**src/rtl/core/ihw_pkg.sv**
```systemverilog
// Shared types, constants and the hex digit function for the Intel HEX record writer.
package ihw_pkg;

    localparam int RECORD_BYTES = 16;
    localparam int CNT_W        = $clog2(RECORD_BYTES + 1);
    localparam int IDX_W        = (RECORD_BYTES > 1) ? $clog2(RECORD_BYTES) : 1;
    // byte slots of a record: count, addr hi, addr lo, type, data..., checksum
    localparam int FIRST_DATA_SLOT = 4;
    localparam int SLOT_W       = $clog2(RECORD_BYTES + FIRST_DATA_SLOT + 1);

    localparam logic [15:0] ADDR_LIMIT = 16'h7FFF;

    localparam logic [1:0] OP_PUT = 2'd0;
    localparam logic [1:0] OP_SET = 2'd1;
    localparam logic [1:0] OP_FIN = 2'd2;

    localparam logic REC_DATA = 1'b0;
    localparam logic REC_END  = 1'b1;

    localparam logic [6:0] CH_COLON = 7'h3A;
    localparam logic [6:0] CH_NL    = 7'h0A;
    localparam logic [6:0] CH_ZERO  = 7'h30;
    localparam logic [6:0] CH_ALPHA = 7'h37;  // 'A' - 10

    typedef struct packed {
        logic [1:0]  opcode;
        logic [7:0]  data_byte;
        logic [15:0] load_address;
    } t_in_item;

    typedef struct packed {
        logic [6:0] out_char;
        logic       last_char;
    } t_out_item;

    typedef struct packed {
        logic load;   // take a new byte, high nibble first
        logic first;  // first byte of a record: restart the checksum
        logic step;   // shift to the low nibble
    } t_ser_ctl;

    function automatic logic [6:0] hex_char(input logic [3:0] nib);
        logic [6:0] ext;
        ext = {3'b000, nib};
        if (nib < 4'd10) begin
            hex_char = CH_ZERO + ext;
        end else begin
            hex_char = CH_ALPHA + ext;
        end
    endfunction

endpackage

```
**src/rtl/core/ihw_hex_ser.sv**
```systemverilog
// Nibble serializer: shifts one byte out as two hex digits and keeps the record sum.
module ihw_hex_ser (
    input  logic              i_clk,
    input  logic              i_rst_n,
    input  ihw_pkg::t_ser_ctl i_ctl,
    input  logic [7:0]        i_byte,
    output logic [6:0]        o_char,
    output logic              o_lo,
    output logic [7:0]        o_sum
);

    logic [7:0] r_digits;
    logic       r_lo;
    logic [7:0] r_sum;

    always_ff @(posedge i_clk) begin
        if (!i_rst_n) begin
            r_lo <= 1'b0;
        end else if (i_ctl.load) begin
            r_lo <= 1'b0;
        end else if (i_ctl.step) begin
            r_lo <= 1'b1;
        end
    end

    always_ff @(posedge i_clk) begin
        if (i_ctl.load) begin
            r_digits <= i_byte;
            r_sum    <= i_ctl.first ? i_byte : r_sum + i_byte;
        end else if (i_ctl.step) begin
            r_digits <= {r_digits[3:0], 4'h0};
        end
    end

    assign o_char = ihw_pkg::hex_char(r_digits[7:4]);
    assign o_lo   = r_lo;
    assign o_sum  = r_sum;

endmodule

```
**src/rtl/core/intel_hex_record_writer_unit.sv**
```systemverilog
// Intel HEX record writer: record buffer, record sequencer and output word register.
//
// Input channel (i_in_valid / o_in_ready, payload i_in_data) takes one operation
// per word: put a data byte, set the load address, or finish with an end record.
// Output channel (o_out_valid / i_out_ready, payload o_out_data) carries one
// ASCII character per word; last_char marks the final character of an operation.
// A put that does not close a record gives no output. A record with n data
// bytes is 12 + 2n characters, produced one per cycle while the receiver does
// not stall, the hex digits by the nibble serializer. An operation that starts
// a record moves the sequencer to the colon state, which loads the colon into
// the output register. Input is taken only while no record is being produced,
// so the next operation waits until the final newline is loaded.
// The output register holds the current character while the receiver stalls,
// and the sequencer waits with it; the next operation may be taken while the
// final character is still waiting to be read.
// Synchronous reset clears the byte count, the address and all control state;
// the record buffer holds no reset value and only written entries are used.
module intel_hex_record_writer_unit (
    input  logic               i_clk,
    input  logic               i_rst_n,
    input  logic               i_in_valid,
    output logic               o_in_ready,
    input  ihw_pkg::t_in_item  i_in_data,
    output logic               o_out_valid,
    input  logic               i_out_ready,
    output ihw_pkg::t_out_item o_out_data
);

    localparam logic [1:0] S_IDLE  = 2'd0;
    localparam logic [1:0] S_COLON = 2'd1;
    localparam logic [1:0] S_BYTE  = 2'd2;
    localparam logic [1:0] S_NL    = 2'd3;

    logic [1:0]                  r_state, n_state;
    logic [ihw_pkg::CNT_W-1:0]   r_count, n_count;
    logic [15:0]                 r_addr, n_addr;
    logic [15:0]                 r_new_addr, n_new_addr;
    logic                        r_set_pend, n_set_pend;
    logic                        r_end_pend, n_end_pend;
    logic                        r_type, n_type;
    logic [ihw_pkg::SLOT_W-1:0]  r_slot, n_slot;
    logic                        r_ov, n_ov;
    ihw_pkg::t_out_item          r_out, n_out;
    logic [7:0]                  r_rd_data;
    logic [7:0]                  mem [ihw_pkg::RECORD_BYTES];

    ihw_pkg::t_ser_ctl           ser_ctl;
    logic [7:0]                  ser_byte;
    logic [6:0]                  ser_char;
    logic                        ser_lo;
    logic [7:0]                  ser_sum;

    logic                        in_acc;
    logic                        adv;
    logic                        wr_en;
    logic [ihw_pkg::CNT_W-1:0]   cnt1;
    logic                        put_close;
    logic [16:0]                 addr_sum;
    logic [ihw_pkg::SLOT_W-1:0]  last_slot;
    logic [ihw_pkg::SLOT_W-1:0]  next_slot;
    logic [ihw_pkg::IDX_W-1:0]   rd_idx;
    logic [ihw_pkg::SLOT_W-1:0]  rd_off;

    assign in_acc    = i_in_valid && o_in_ready;
    assign adv       = !r_ov || i_out_ready;
    assign cnt1      = r_count + 1'b1;
    assign addr_sum  = {1'b0, r_addr} + 17'(cnt1);
    assign put_close = (cnt1 >= ihw_pkg::CNT_W'(ihw_pkg::RECORD_BYTES)) ||
                       (addr_sum > {1'b0, ihw_pkg::ADDR_LIMIT});
    assign last_slot = ihw_pkg::SLOT_W'(r_count) + ihw_pkg::SLOT_W'(ihw_pkg::FIRST_DATA_SLOT);
    assign next_slot = (r_state == S_COLON) ? '0 : r_slot + 1'b1;
    // data byte for the next slot is addressed one slot early, read data registered
    assign rd_off    = r_slot - ihw_pkg::SLOT_W'(ihw_pkg::FIRST_DATA_SLOT - 1);
    assign rd_idx    = rd_off[ihw_pkg::IDX_W-1:0];

    always_comb begin
        if (next_slot == '0) begin
            ser_byte = 8'(r_count);
        end else if (next_slot == ihw_pkg::SLOT_W'(1)) begin
            ser_byte = r_addr[15:8];
        end else if (next_slot == ihw_pkg::SLOT_W'(2)) begin
            ser_byte = r_addr[7:0];
        end else if (next_slot == ihw_pkg::SLOT_W'(3)) begin
            ser_byte = {7'd0, r_type};
        end else if (next_slot == last_slot) begin
            ser_byte = 8'd0 - ser_sum;
        end else begin
            ser_byte = r_rd_data;
        end
    end

    always_comb begin
        n_state    = r_state;
        n_count    = r_count;
        n_addr     = r_addr;
        n_new_addr = r_new_addr;
        n_set_pend = r_set_pend;
        n_end_pend = r_end_pend;
        n_type     = r_type;
        n_slot     = r_slot;
        n_ov       = r_ov && !i_out_ready;
        n_out      = r_out;
        ser_ctl    = '0;
        wr_en      = 1'b0;

        unique case (r_state)
            S_IDLE: begin
                if (in_acc) begin
                    unique case (i_in_data.opcode)
                        ihw_pkg::OP_PUT: begin
                            wr_en   = 1'b1;
                            n_count = cnt1;
                            if (put_close) begin
                                n_type  = ihw_pkg::REC_DATA;
                                n_state = S_COLON;
                            end
                        end
                        ihw_pkg::OP_SET: begin
                            if (r_count != '0) begin
                                n_type     = ihw_pkg::REC_DATA;
                                n_set_pend = 1'b1;
                                n_new_addr = i_in_data.load_address & ihw_pkg::ADDR_LIMIT;
                                n_state    = S_COLON;
                            end else begin
                                n_addr = i_in_data.load_address & ihw_pkg::ADDR_LIMIT;
                            end
                        end
                        ihw_pkg::OP_FIN: begin
                            n_state = S_COLON;
                            if (r_count != '0) begin
                                n_type     = ihw_pkg::REC_DATA;
                                n_end_pend = 1'b1;
                            end else begin
                                n_type = ihw_pkg::REC_END;
                            end
                        end
                        default: ;
                    endcase
                end
            end
            S_COLON: begin
                if (adv) begin
                    n_ov          = 1'b1;
                    n_out         = '{out_char: ihw_pkg::CH_COLON, last_char: 1'b0};
                    ser_ctl.load  = 1'b1;
                    ser_ctl.first = 1'b1;
                    n_slot        = '0;
                    n_state       = S_BYTE;
                end
            end
            S_BYTE: begin
                if (adv) begin
                    n_ov  = 1'b1;
                    n_out = '{out_char: ser_char, last_char: 1'b0};
                    if (!ser_lo) begin
                        ser_ctl.step = 1'b1;
                    end else if (r_slot == last_slot) begin
                        n_state = S_NL;
                    end else begin
                        ser_ctl.load = 1'b1;
                        n_slot       = next_slot;
                    end
                end
            end
            S_NL: begin
                if (adv) begin
                    n_ov       = 1'b1;
                    n_out      = '{out_char: ihw_pkg::CH_NL, last_char: !r_end_pend};
                    n_count    = '0;
                    n_addr     = r_set_pend ? r_new_addr : r_addr + 16'(r_count);
                    n_set_pend = 1'b0;
                    if (r_end_pend) begin
                        n_end_pend = 1'b0;
                        n_type     = ihw_pkg::REC_END;
                        n_state    = S_COLON;
                    end else begin
                        n_state = S_IDLE;
                    end
                end
            end
            default: n_state = S_IDLE;
        endcase
    end

    always_ff @(posedge i_clk) begin
        if (!i_rst_n) begin
            r_state    <= S_IDLE;
            r_count    <= '0;
            r_addr     <= '0;
            r_set_pend <= 1'b0;
            r_end_pend <= 1'b0;
            r_type     <= ihw_pkg::REC_DATA;
            r_slot     <= '0;
            r_ov       <= 1'b0;
        end else begin
            r_state    <= n_state;
            r_count    <= n_count;
            r_addr     <= n_addr;
            r_set_pend <= n_set_pend;
            r_end_pend <= n_end_pend;
            r_type     <= n_type;
            r_slot     <= n_slot;
            r_ov       <= n_ov;
        end
    end

    always_ff @(posedge i_clk) begin
        r_new_addr <= n_new_addr;
        r_out      <= n_out;
    end

    always_ff @(posedge i_clk) begin
        if (wr_en) begin
            mem[r_count[ihw_pkg::IDX_W-1:0]] <= i_in_data.data_byte;
        end
        r_rd_data <= mem[rd_idx];
    end

    ihw_hex_ser u_ser (
        .i_clk   (i_clk),
        .i_rst_n (i_rst_n),
        .i_ctl   (ser_ctl),
        .i_byte  (ser_byte),
        .o_char  (ser_char),
        .o_lo    (ser_lo),
        .o_sum   (ser_sum)
    );

    assign o_in_ready  = (r_state == S_IDLE);
    assign o_out_valid = r_ov;
    assign o_out_data  = r_out;

    // buffer never holds a full record between operations
    a_count_bound: assert property (@(posedge i_clk) disable iff (!i_rst_n)
        (r_state == S_IDLE) |-> (r_count < ihw_pkg::CNT_W'(ihw_pkg::RECORD_BYTES)))
        else $error("byte count reached record size while idle");

    a_slot_bound: assert property (@(posedge i_clk) disable iff (!i_rst_n)
        (r_state == S_BYTE) |-> (r_slot <= last_slot))
        else $error("slot ran past checksum");

    a_idle_clean: assert property (@(posedge i_clk) disable iff (!i_rst_n)
        (r_state == S_IDLE) |-> (!r_set_pend && !r_end_pend))
        else $error("pending flush work left while idle");

    // a word marked last is only loaded as the closing newline
    a_last_nl: assert property (@(posedge i_clk) disable iff (!i_rst_n)
        (r_ov && r_out.last_char) |-> (r_out.out_char == ihw_pkg::CH_NL))
        else $error("last word is not a newline");

endmodule

```
**config.mk**
```make
export PLATFORM = sky130hd
export DESIGN_NAME = intel_hex_record_writer_unit
export DESIGN_NICKNAME = d
export VERILOG_FILES = /design/src/rtl/core/ihw_pkg.sv /design/src/rtl/core/ihw_hex_ser.sv /design/src/rtl/core/intel_hex_record_writer_unit.sv
export SDC_FILE = /design/constraint.sdc
export NUM_CORES = 1
export LEC_CHECK = 0
export ABC_AREA = 0
export BUFFER_PORTS_ARGS = -buffer_cell sky130_fd_sc_hd__buf_4
export CORE_ASPECT_RATIO = 1.4
export CORE_UTILIZATION = 31
export DETAILED_ROUTE_END_ITERATION = 6
export PLACE_DENSITY = 0.49
export SETUP_SLACK_MARGIN = 0.05
export SYNTH_ARGS = -nofsm -noshare
export SYNTH_HDL_FRONTEND = slang
export SYNTH_SLANG_ARGS = --single-unit
```
**constraint.sdc**
```tcl
create_clock -name i_clk -period 4.7 [get_ports i_clk]
set_input_delay 0.94 -clock i_clk [delete_from_list [all_inputs] [get_ports i_clk]]
set_output_delay 0.94 -clock i_clk [all_outputs]
set_load 0.005 [all_outputs]
```
# Word level (Yosys, flattened, before mapping)
# Memories as Yosys holds them, arrays and structs flattened. A register that Yosys moved wholly into a read port is not among the register bits.
# Cells that the tools add are included.
dict set report word_totals {
  regBits 72
  latchBits 0
  ram_bits 128
  mem_bits_ro 0
  in_bits 30
  output_inout_bits 10
  n_memories 1
}
dict set report op_classes {
  addsub 10
  mul 0
  div_mod_pow 0
  magnitude_cmp 3
  eq_ne 26
  shift 0
  muxes 71
  bitwise_logic 1
  n_reduce_logical 26
}
# name depth word_bits read_ports rd_ports_with_merged_regs wr line
set memory_table {}
lappend memory_table {mem 16 8 1 1 1 intel_hex_record_writer_unit.sv:45} ;# logic [7:0] mem [ihw_pkg::RECORD_BYTES];
# cell count
set op_table {}
lappend op_table {{2-to-1 mux 8 bit} 11}
lappend op_table {{2-to-1 mux 16 bit} 5}
lappend op_table {{2-to-1 mux 5 bit} 7}
lappend op_table {{one-hot mux 16 bit (2 select lines)} 1}
lappend op_table {{2-to-1 mux 1 bit} 27}
lappend op_table {{one-hot mux 8 bit (3 select lines)} 1}
lappend op_table {{one-hot mux 5 bit (2 select lines)} 2}
lappend op_table {{AND reduction 5 bit} 4}
lappend op_table {{2-to-1 mux 2 bit} 9}
lappend op_table {{adder 16 x 5 -> 17 bit} 1}
lappend op_table {{> comparator 17 x 15 -> 1 bit, second input constant} 1}
lappend op_table {{adder 16 x 5 -> 16 bit} 1}
lappend op_table {{adder 6 x 4 -> 7 bit, first input constant} 2}
lappend op_table {{inequality test 2 bit, second input constant} 7}
lappend op_table {{inequality test 2 x 1 -> 1 bit, second input constant} 6}
lappend op_table {{AND reduction 4 bit} 3}
lappend op_table {{adder 5 x 1 -> 5 bit, second input constant} 2}
lappend op_table {{equality test 5 x 2 -> 1 bit, second input constant} 2}
lappend op_table {{equality test 5 bit} 2}
lappend op_table {{AND reduction 9 bit} 1}
lappend op_table {{adder 8 bit} 1}
lappend op_table {{one-hot mux 1 bit (2 select lines)} 4}
lappend op_table {{one-hot mux 2 bit (4 select lines)} 1}
lappend op_table {{subtractor 1 x 8 -> 8 bit, first input constant} 1}
lappend op_table {{24 further kinds} 35}

# Depth between registers and ports, before layout
dict set report depth {
  ltp_word 10
  ltp_mapped 17
}

# Modules after synthesis
# A second synthesis with hierarchy kept.
dict set report hier_totals {
  hier_cells 768
  area_unflattened_um2 10181.0
}
# module instances cells_per_inst area_per_inst_um2
set modules_own_cells {}
lappend modules_own_cells {intel_hex_record_writer_unit 1 666 9075.0}
lappend modules_own_cells {ihw_hex_ser 1 102 1106.1}

# Least setup slack after synthesis
# OpenSTA, ideal clock, no wires.
dict set report synth_timing {
  path_type {flip-flop to flip-flop}
  startpoint {register r_slot[0] (netlist bit)}
  endpoint {register u_ser.r_sum[6], in the netlist u_ser.o_sum[6] (data pin)}
  setup_time_ns 0.259
  arrival_time_ns 3.258
  required_time_ns 4.441
  setup_slack_ns 1.183
  path_stages_with_launch 16
  cell_sequence {dfxtp_1 ha_1 nand3_2 mux2i_2 xnor2_1 nand4_4 mux2i_1 a21oi_2 ha_1 fa_1 a21o_1 a21oi_1 o21bai_1 a21oi_1 xor2_1 nor2_1}
}
dict set report synth_between {
  elab_chain_cells 10
  word_cells_on_any_way 14
  cone_classes {2 x add/sub; 4 x eq/ne; 7 x mux; 1 x reduce/logical}
}
# item line
set synth_rtl {}
lappend synth_rtl {{start, declared} intel_hex_record_writer_unit.sv:41} ;# logic [ihw_pkg::SLOT_W-1:0] r_slot, n_slot;
lappend synth_rtl {{start signal, assigned} intel_hex_record_writer_unit.sv:202} ;# r_slot <= n_slot;
lappend synth_rtl {{adder 5 x 1 -> 5 bit *} intel_hex_record_writer_unit.sv:71} ;# assign next_slot = (r_state == S_COLON) ? '0 : r_slot + 1'b1;
lappend synth_rtl {{2-to-1 mux 5 bit *} intel_hex_record_writer_unit.sv:71}
lappend synth_rtl {{equality test 5 bit} intel_hex_record_writer_unit.sv:85} ;# end else if (next_slot == last_slot) begin
lappend synth_rtl {{2-to-1 mux 8 bit} intel_hex_record_writer_unit.sv:85}
lappend synth_rtl {{2-to-1 mux 8 bit} intel_hex_record_writer_unit.sv:83} ;# end else if (next_slot == ihw_pkg::SLOT_W'(3)) begin
lappend synth_rtl {{2-to-1 mux 8 bit} intel_hex_record_writer_unit.sv:81} ;# end else if (next_slot == ihw_pkg::SLOT_W'(2)) begin
lappend synth_rtl {{2-to-1 mux 8 bit} intel_hex_record_writer_unit.sv:79} ;# end else if (next_slot == ihw_pkg::SLOT_W'(1)) begin
lappend synth_rtl {{2-to-1 mux 8 bit *} intel_hex_record_writer_unit.sv:77} ;# if (next_slot == '0) begin
lappend synth_rtl {{named net ser_byte[0]} intel_hex_record_writer_unit.sv:48} ;# logic [7:0] ser_byte;
lappend synth_rtl {{adder 8 bit *} ihw_hex_ser.sv:29} ;# r_sum <= i_ctl.first ? i_byte : r_sum + i_byte;
lappend synth_rtl {{2-to-1 mux 8 bit *} ihw_hex_ser.sv:29}
lappend synth_rtl {{end signal, assigned} ihw_hex_ser.sv:29}
lappend synth_rtl {{end, declared} ihw_hex_ser.sv:14} ;# logic [7:0] r_sum;
# The timed path passes the listed nets; every way through them passes the cells marked *.
# A chain may end at the register's enable or synchronous reset.

# Worst setup path after layout
dict set report layout_timing {
  startpoint {register r_slot[1] (netlist bit)}
  endpoint {register u_ser.r_sum[6], in the netlist u_ser.o_sum[6] (data pin)}
}
# Same word-level chain as after synthesis.

==> results.cfg <==
[status]
status = finished, violations left
violations = DRC

[logic_synthesis]
synthFlopType = edfxtp_1
syn-num-nets = 835
syn_area_per_cell_sq_um = 13.2
ys_seq_area_frac = 0.574
yosysWarnings = 0
synthTopCellsByArea = edfxtp_1 (49%), dfxtp_1 (8.1%), mux4_2 (8.0%)
async_reset_ff_frac = 0
synth_edf_count = 167
yosysTopAreaCell = edfxtp_1
ys_seq_elements = 208
netlist_instances = 770
synth_top_cell_area_share = 0.493
syn-cell-area_sq_um = 10200
yosysUniqueCellTypes = 80

[global_routing]
grt_max_degree = 36
grt_pass1_wl_um = 38500
grt_pass1_vias = 6570
grtUsageTotal = 0.151
overflow = 0
antenna_found_initial = 0

[sta]
grt_setup_unrepaired = no
setup_viol = 0
worstMarginPinSlew_ns = 1.08
fin_tns_setup_ns = 0
relSlewSlack = 0.280
hold_viol_final = 0
period_minus_slack_ns = 3.87
period_share = 0.823
max_freq_ghz = 0.258
fin_skew_ns = 0.0219
slew_viol_final = 0

[route]
drt_first_pass_iters = 7
wl_per_cell_um = 19.4
via_per_inst = 4.96
detail-route-antenna-nets = 0
vias = 6274
initialDrtViolationCount = 349
drc = 1
routed_wl_um = 24500

[clock_tree]
cts_max_path_buffers = 3
cts_tree = built
clkSinkCount = 208
ctsHtreeMaxLevel = 1
postCtsSetupBuffers = 0
path_clk_slew_ns = 0.06
cts_hold_buf = 0
cts_resized = 0
clock_latency_ns = 0.54
numCtsBuffers = 23
cts-root-buf = clkbuf_16

[job]
maxCapViolCount = 0

[die]
rows = 78
initial_core_util = 0.315
ios = 40
fp.dieH_um = 216
die_w_um = 155
dieArea_sq_um = 33600
core_area_sq_um = 32300

[critical_path]
required_ns = 4.98
r2r_slack_ns = 0.83
cp_max_fo = 17
worstSetupEndpointType = register
worstSetupStartpointType = register
worstPathArrival_ns = 4.15
path_class = reg2reg

[finish]
nFillCells = 3122
final_common_cell = edfxtp_1
fin_nets = 873
area_growth_syn_to_layout_pct = 14.7
layout_common_cells = edfxtp_1 (167), nand2_1 (53), buf_4 (51)
drive_gt1_frac = 0.182
antenna_cells = 0

[placed_design]
gp_congestion = 0.803
io_buffer_count = 38
dp.final_hpwl_um = 16600

[hold_path]
min_path_type = reg2reg

[power]
ir_drop_mv = 0.276
power_mw = 5.22
power_density_nw_per_um2 = 448
leakage_nw = 4.02
synth_stat cells, types with 3 or more instances:
cell	instances
nand4_1	3
nand2b_1	5
o21a_1	7
a21boi_0	7
nor2_1	37
buf_2	10
o22ai_2	4
edfxtp_1	167
mux4_2	36
nand3_1	17
o21ai_1	3
and2_1	6
mux2_2	4
clkbuf_1	24
mux4_1	4
nand2_1	53
xnor2_1	15
or4_1	3
or3_1	5
o21bai_1	5
a21oi_1	45
a222oi_1	3
o21ai_0	37
ha_1	32
inv_1	25
and4_1	3
a22oi_1	3
a21o_1	6
nor2b_1	12
nor3_1	11
nor4_1	4
mux2i_1	11
a31oi_1	6
and3_1	21
nand3b_1	4
o211ai_1	11
fa_1	3
xor2_1	14
nor3b_1	3
a21boi_1	6
dfxtp_1	41
o311ai_0	4
o31ai_1	3
state kept, by name, summed over array words and instances (netlist names), 2 cells and up:
name            flops
mem               128
o_out_data          8
r_addr             16
r_count             5
r_new_addr         15
r_rd_data           8
r_slot              5
r_state             2
u_ser.o_sum         8
u_ser.r_digits      8
layer usage:
layer  up-vias  GRT usage  share of wire
li1       3042          -              -
met5         -          0              0
met2       112      0.283           0.54
met3        30     0.0182          0.029
met4         0     0.0492          0.019
met1      3090      0.176           0.41
area by class of cell:
type                       instances  area, sq um  share of cell area
tap                              440          551              0.0472
timing repair buffer              51          383              0.0328
clock inverter                    14          121              0.0104
sequential                       208         5840               0.500
inverter                          27          101             0.00868
clock buffer                      28          604              0.0518
multi-input combinational        497         4070               0.349
where the power goes:
group,total [mW],leakage [nW],switching [mW],internal [mW]
registers,2.35,1.84,0.164,2.18
clock network,1.74,0.356,0.759,0.986
logic,1.13,1.83,0.672,0.462
total,5.22,4.02,1.60,3.63
cell families after synthesis:
kind of cell	synth area share
xor gates and xnor gates	0.0293
DFF	0.574
muxes	0.107
and+or+nand+nor	0.103
AOI/OAI and AO/OA	0.115
adders and majority gates	0.0453
buffers and inverters	0.0267
path summary, 6_finish.rpt:
check	depth (start not counted)	endpoint	from
worst max-delay path	15	u_ser.o_sum[6]$_DFFE_PP_	r_slot[1]$_SDFFE_PN0P_
worst min-delay path	2	r_slot[4]$_SDFFE_PN0P_	r_slot[4]$_SDFFE_PN0P_
worst max register to register	15	u_ser.o_sum[6]$_DFFE_PP_	r_slot[1]$_SDFFE_PN0P_
worst min register to register	2	r_slot[4]$_SDFFE_PN0P_	r_slot[4]$_SDFFE_PN0P_
worst max-delay path, cell delays in order, from the launching register on:
cell and delay [ns]:
dfxtp_1 0.39, ha_2 0.59, and2b_1 0.29, a21oi_1 0.11
o31ai_2 0.25, nand4_4 0.15, mux2i_1 0.22, a21oi_2 0.10
ha_1 0.23, fa_1 0.41, a21o_1 0.18, a21oi_1 0.23
o21bai_1 0.09, a21oi_1 0.17, xor2_1 0.16, nor2_1 0.05
metrics by stage:
stage               instances  instance area (sq um)  hold WS (ns)  setup slack (ns)  utilization
global route             1265                  11700         0.543             0.480        0.361
CTS                      1265                  11700         0.515             0.816        0.361
global placement         1223                  10900         0.489             0.820        0.339
detailed placement       1223                  10900         0.501             0.827        0.339
finish                   1265                  11700         0.509             0.831        0.361
floorplan                 770                  10200         0.464              1.18            -
No activity file was read; power rests on OpenSTA's default activity.
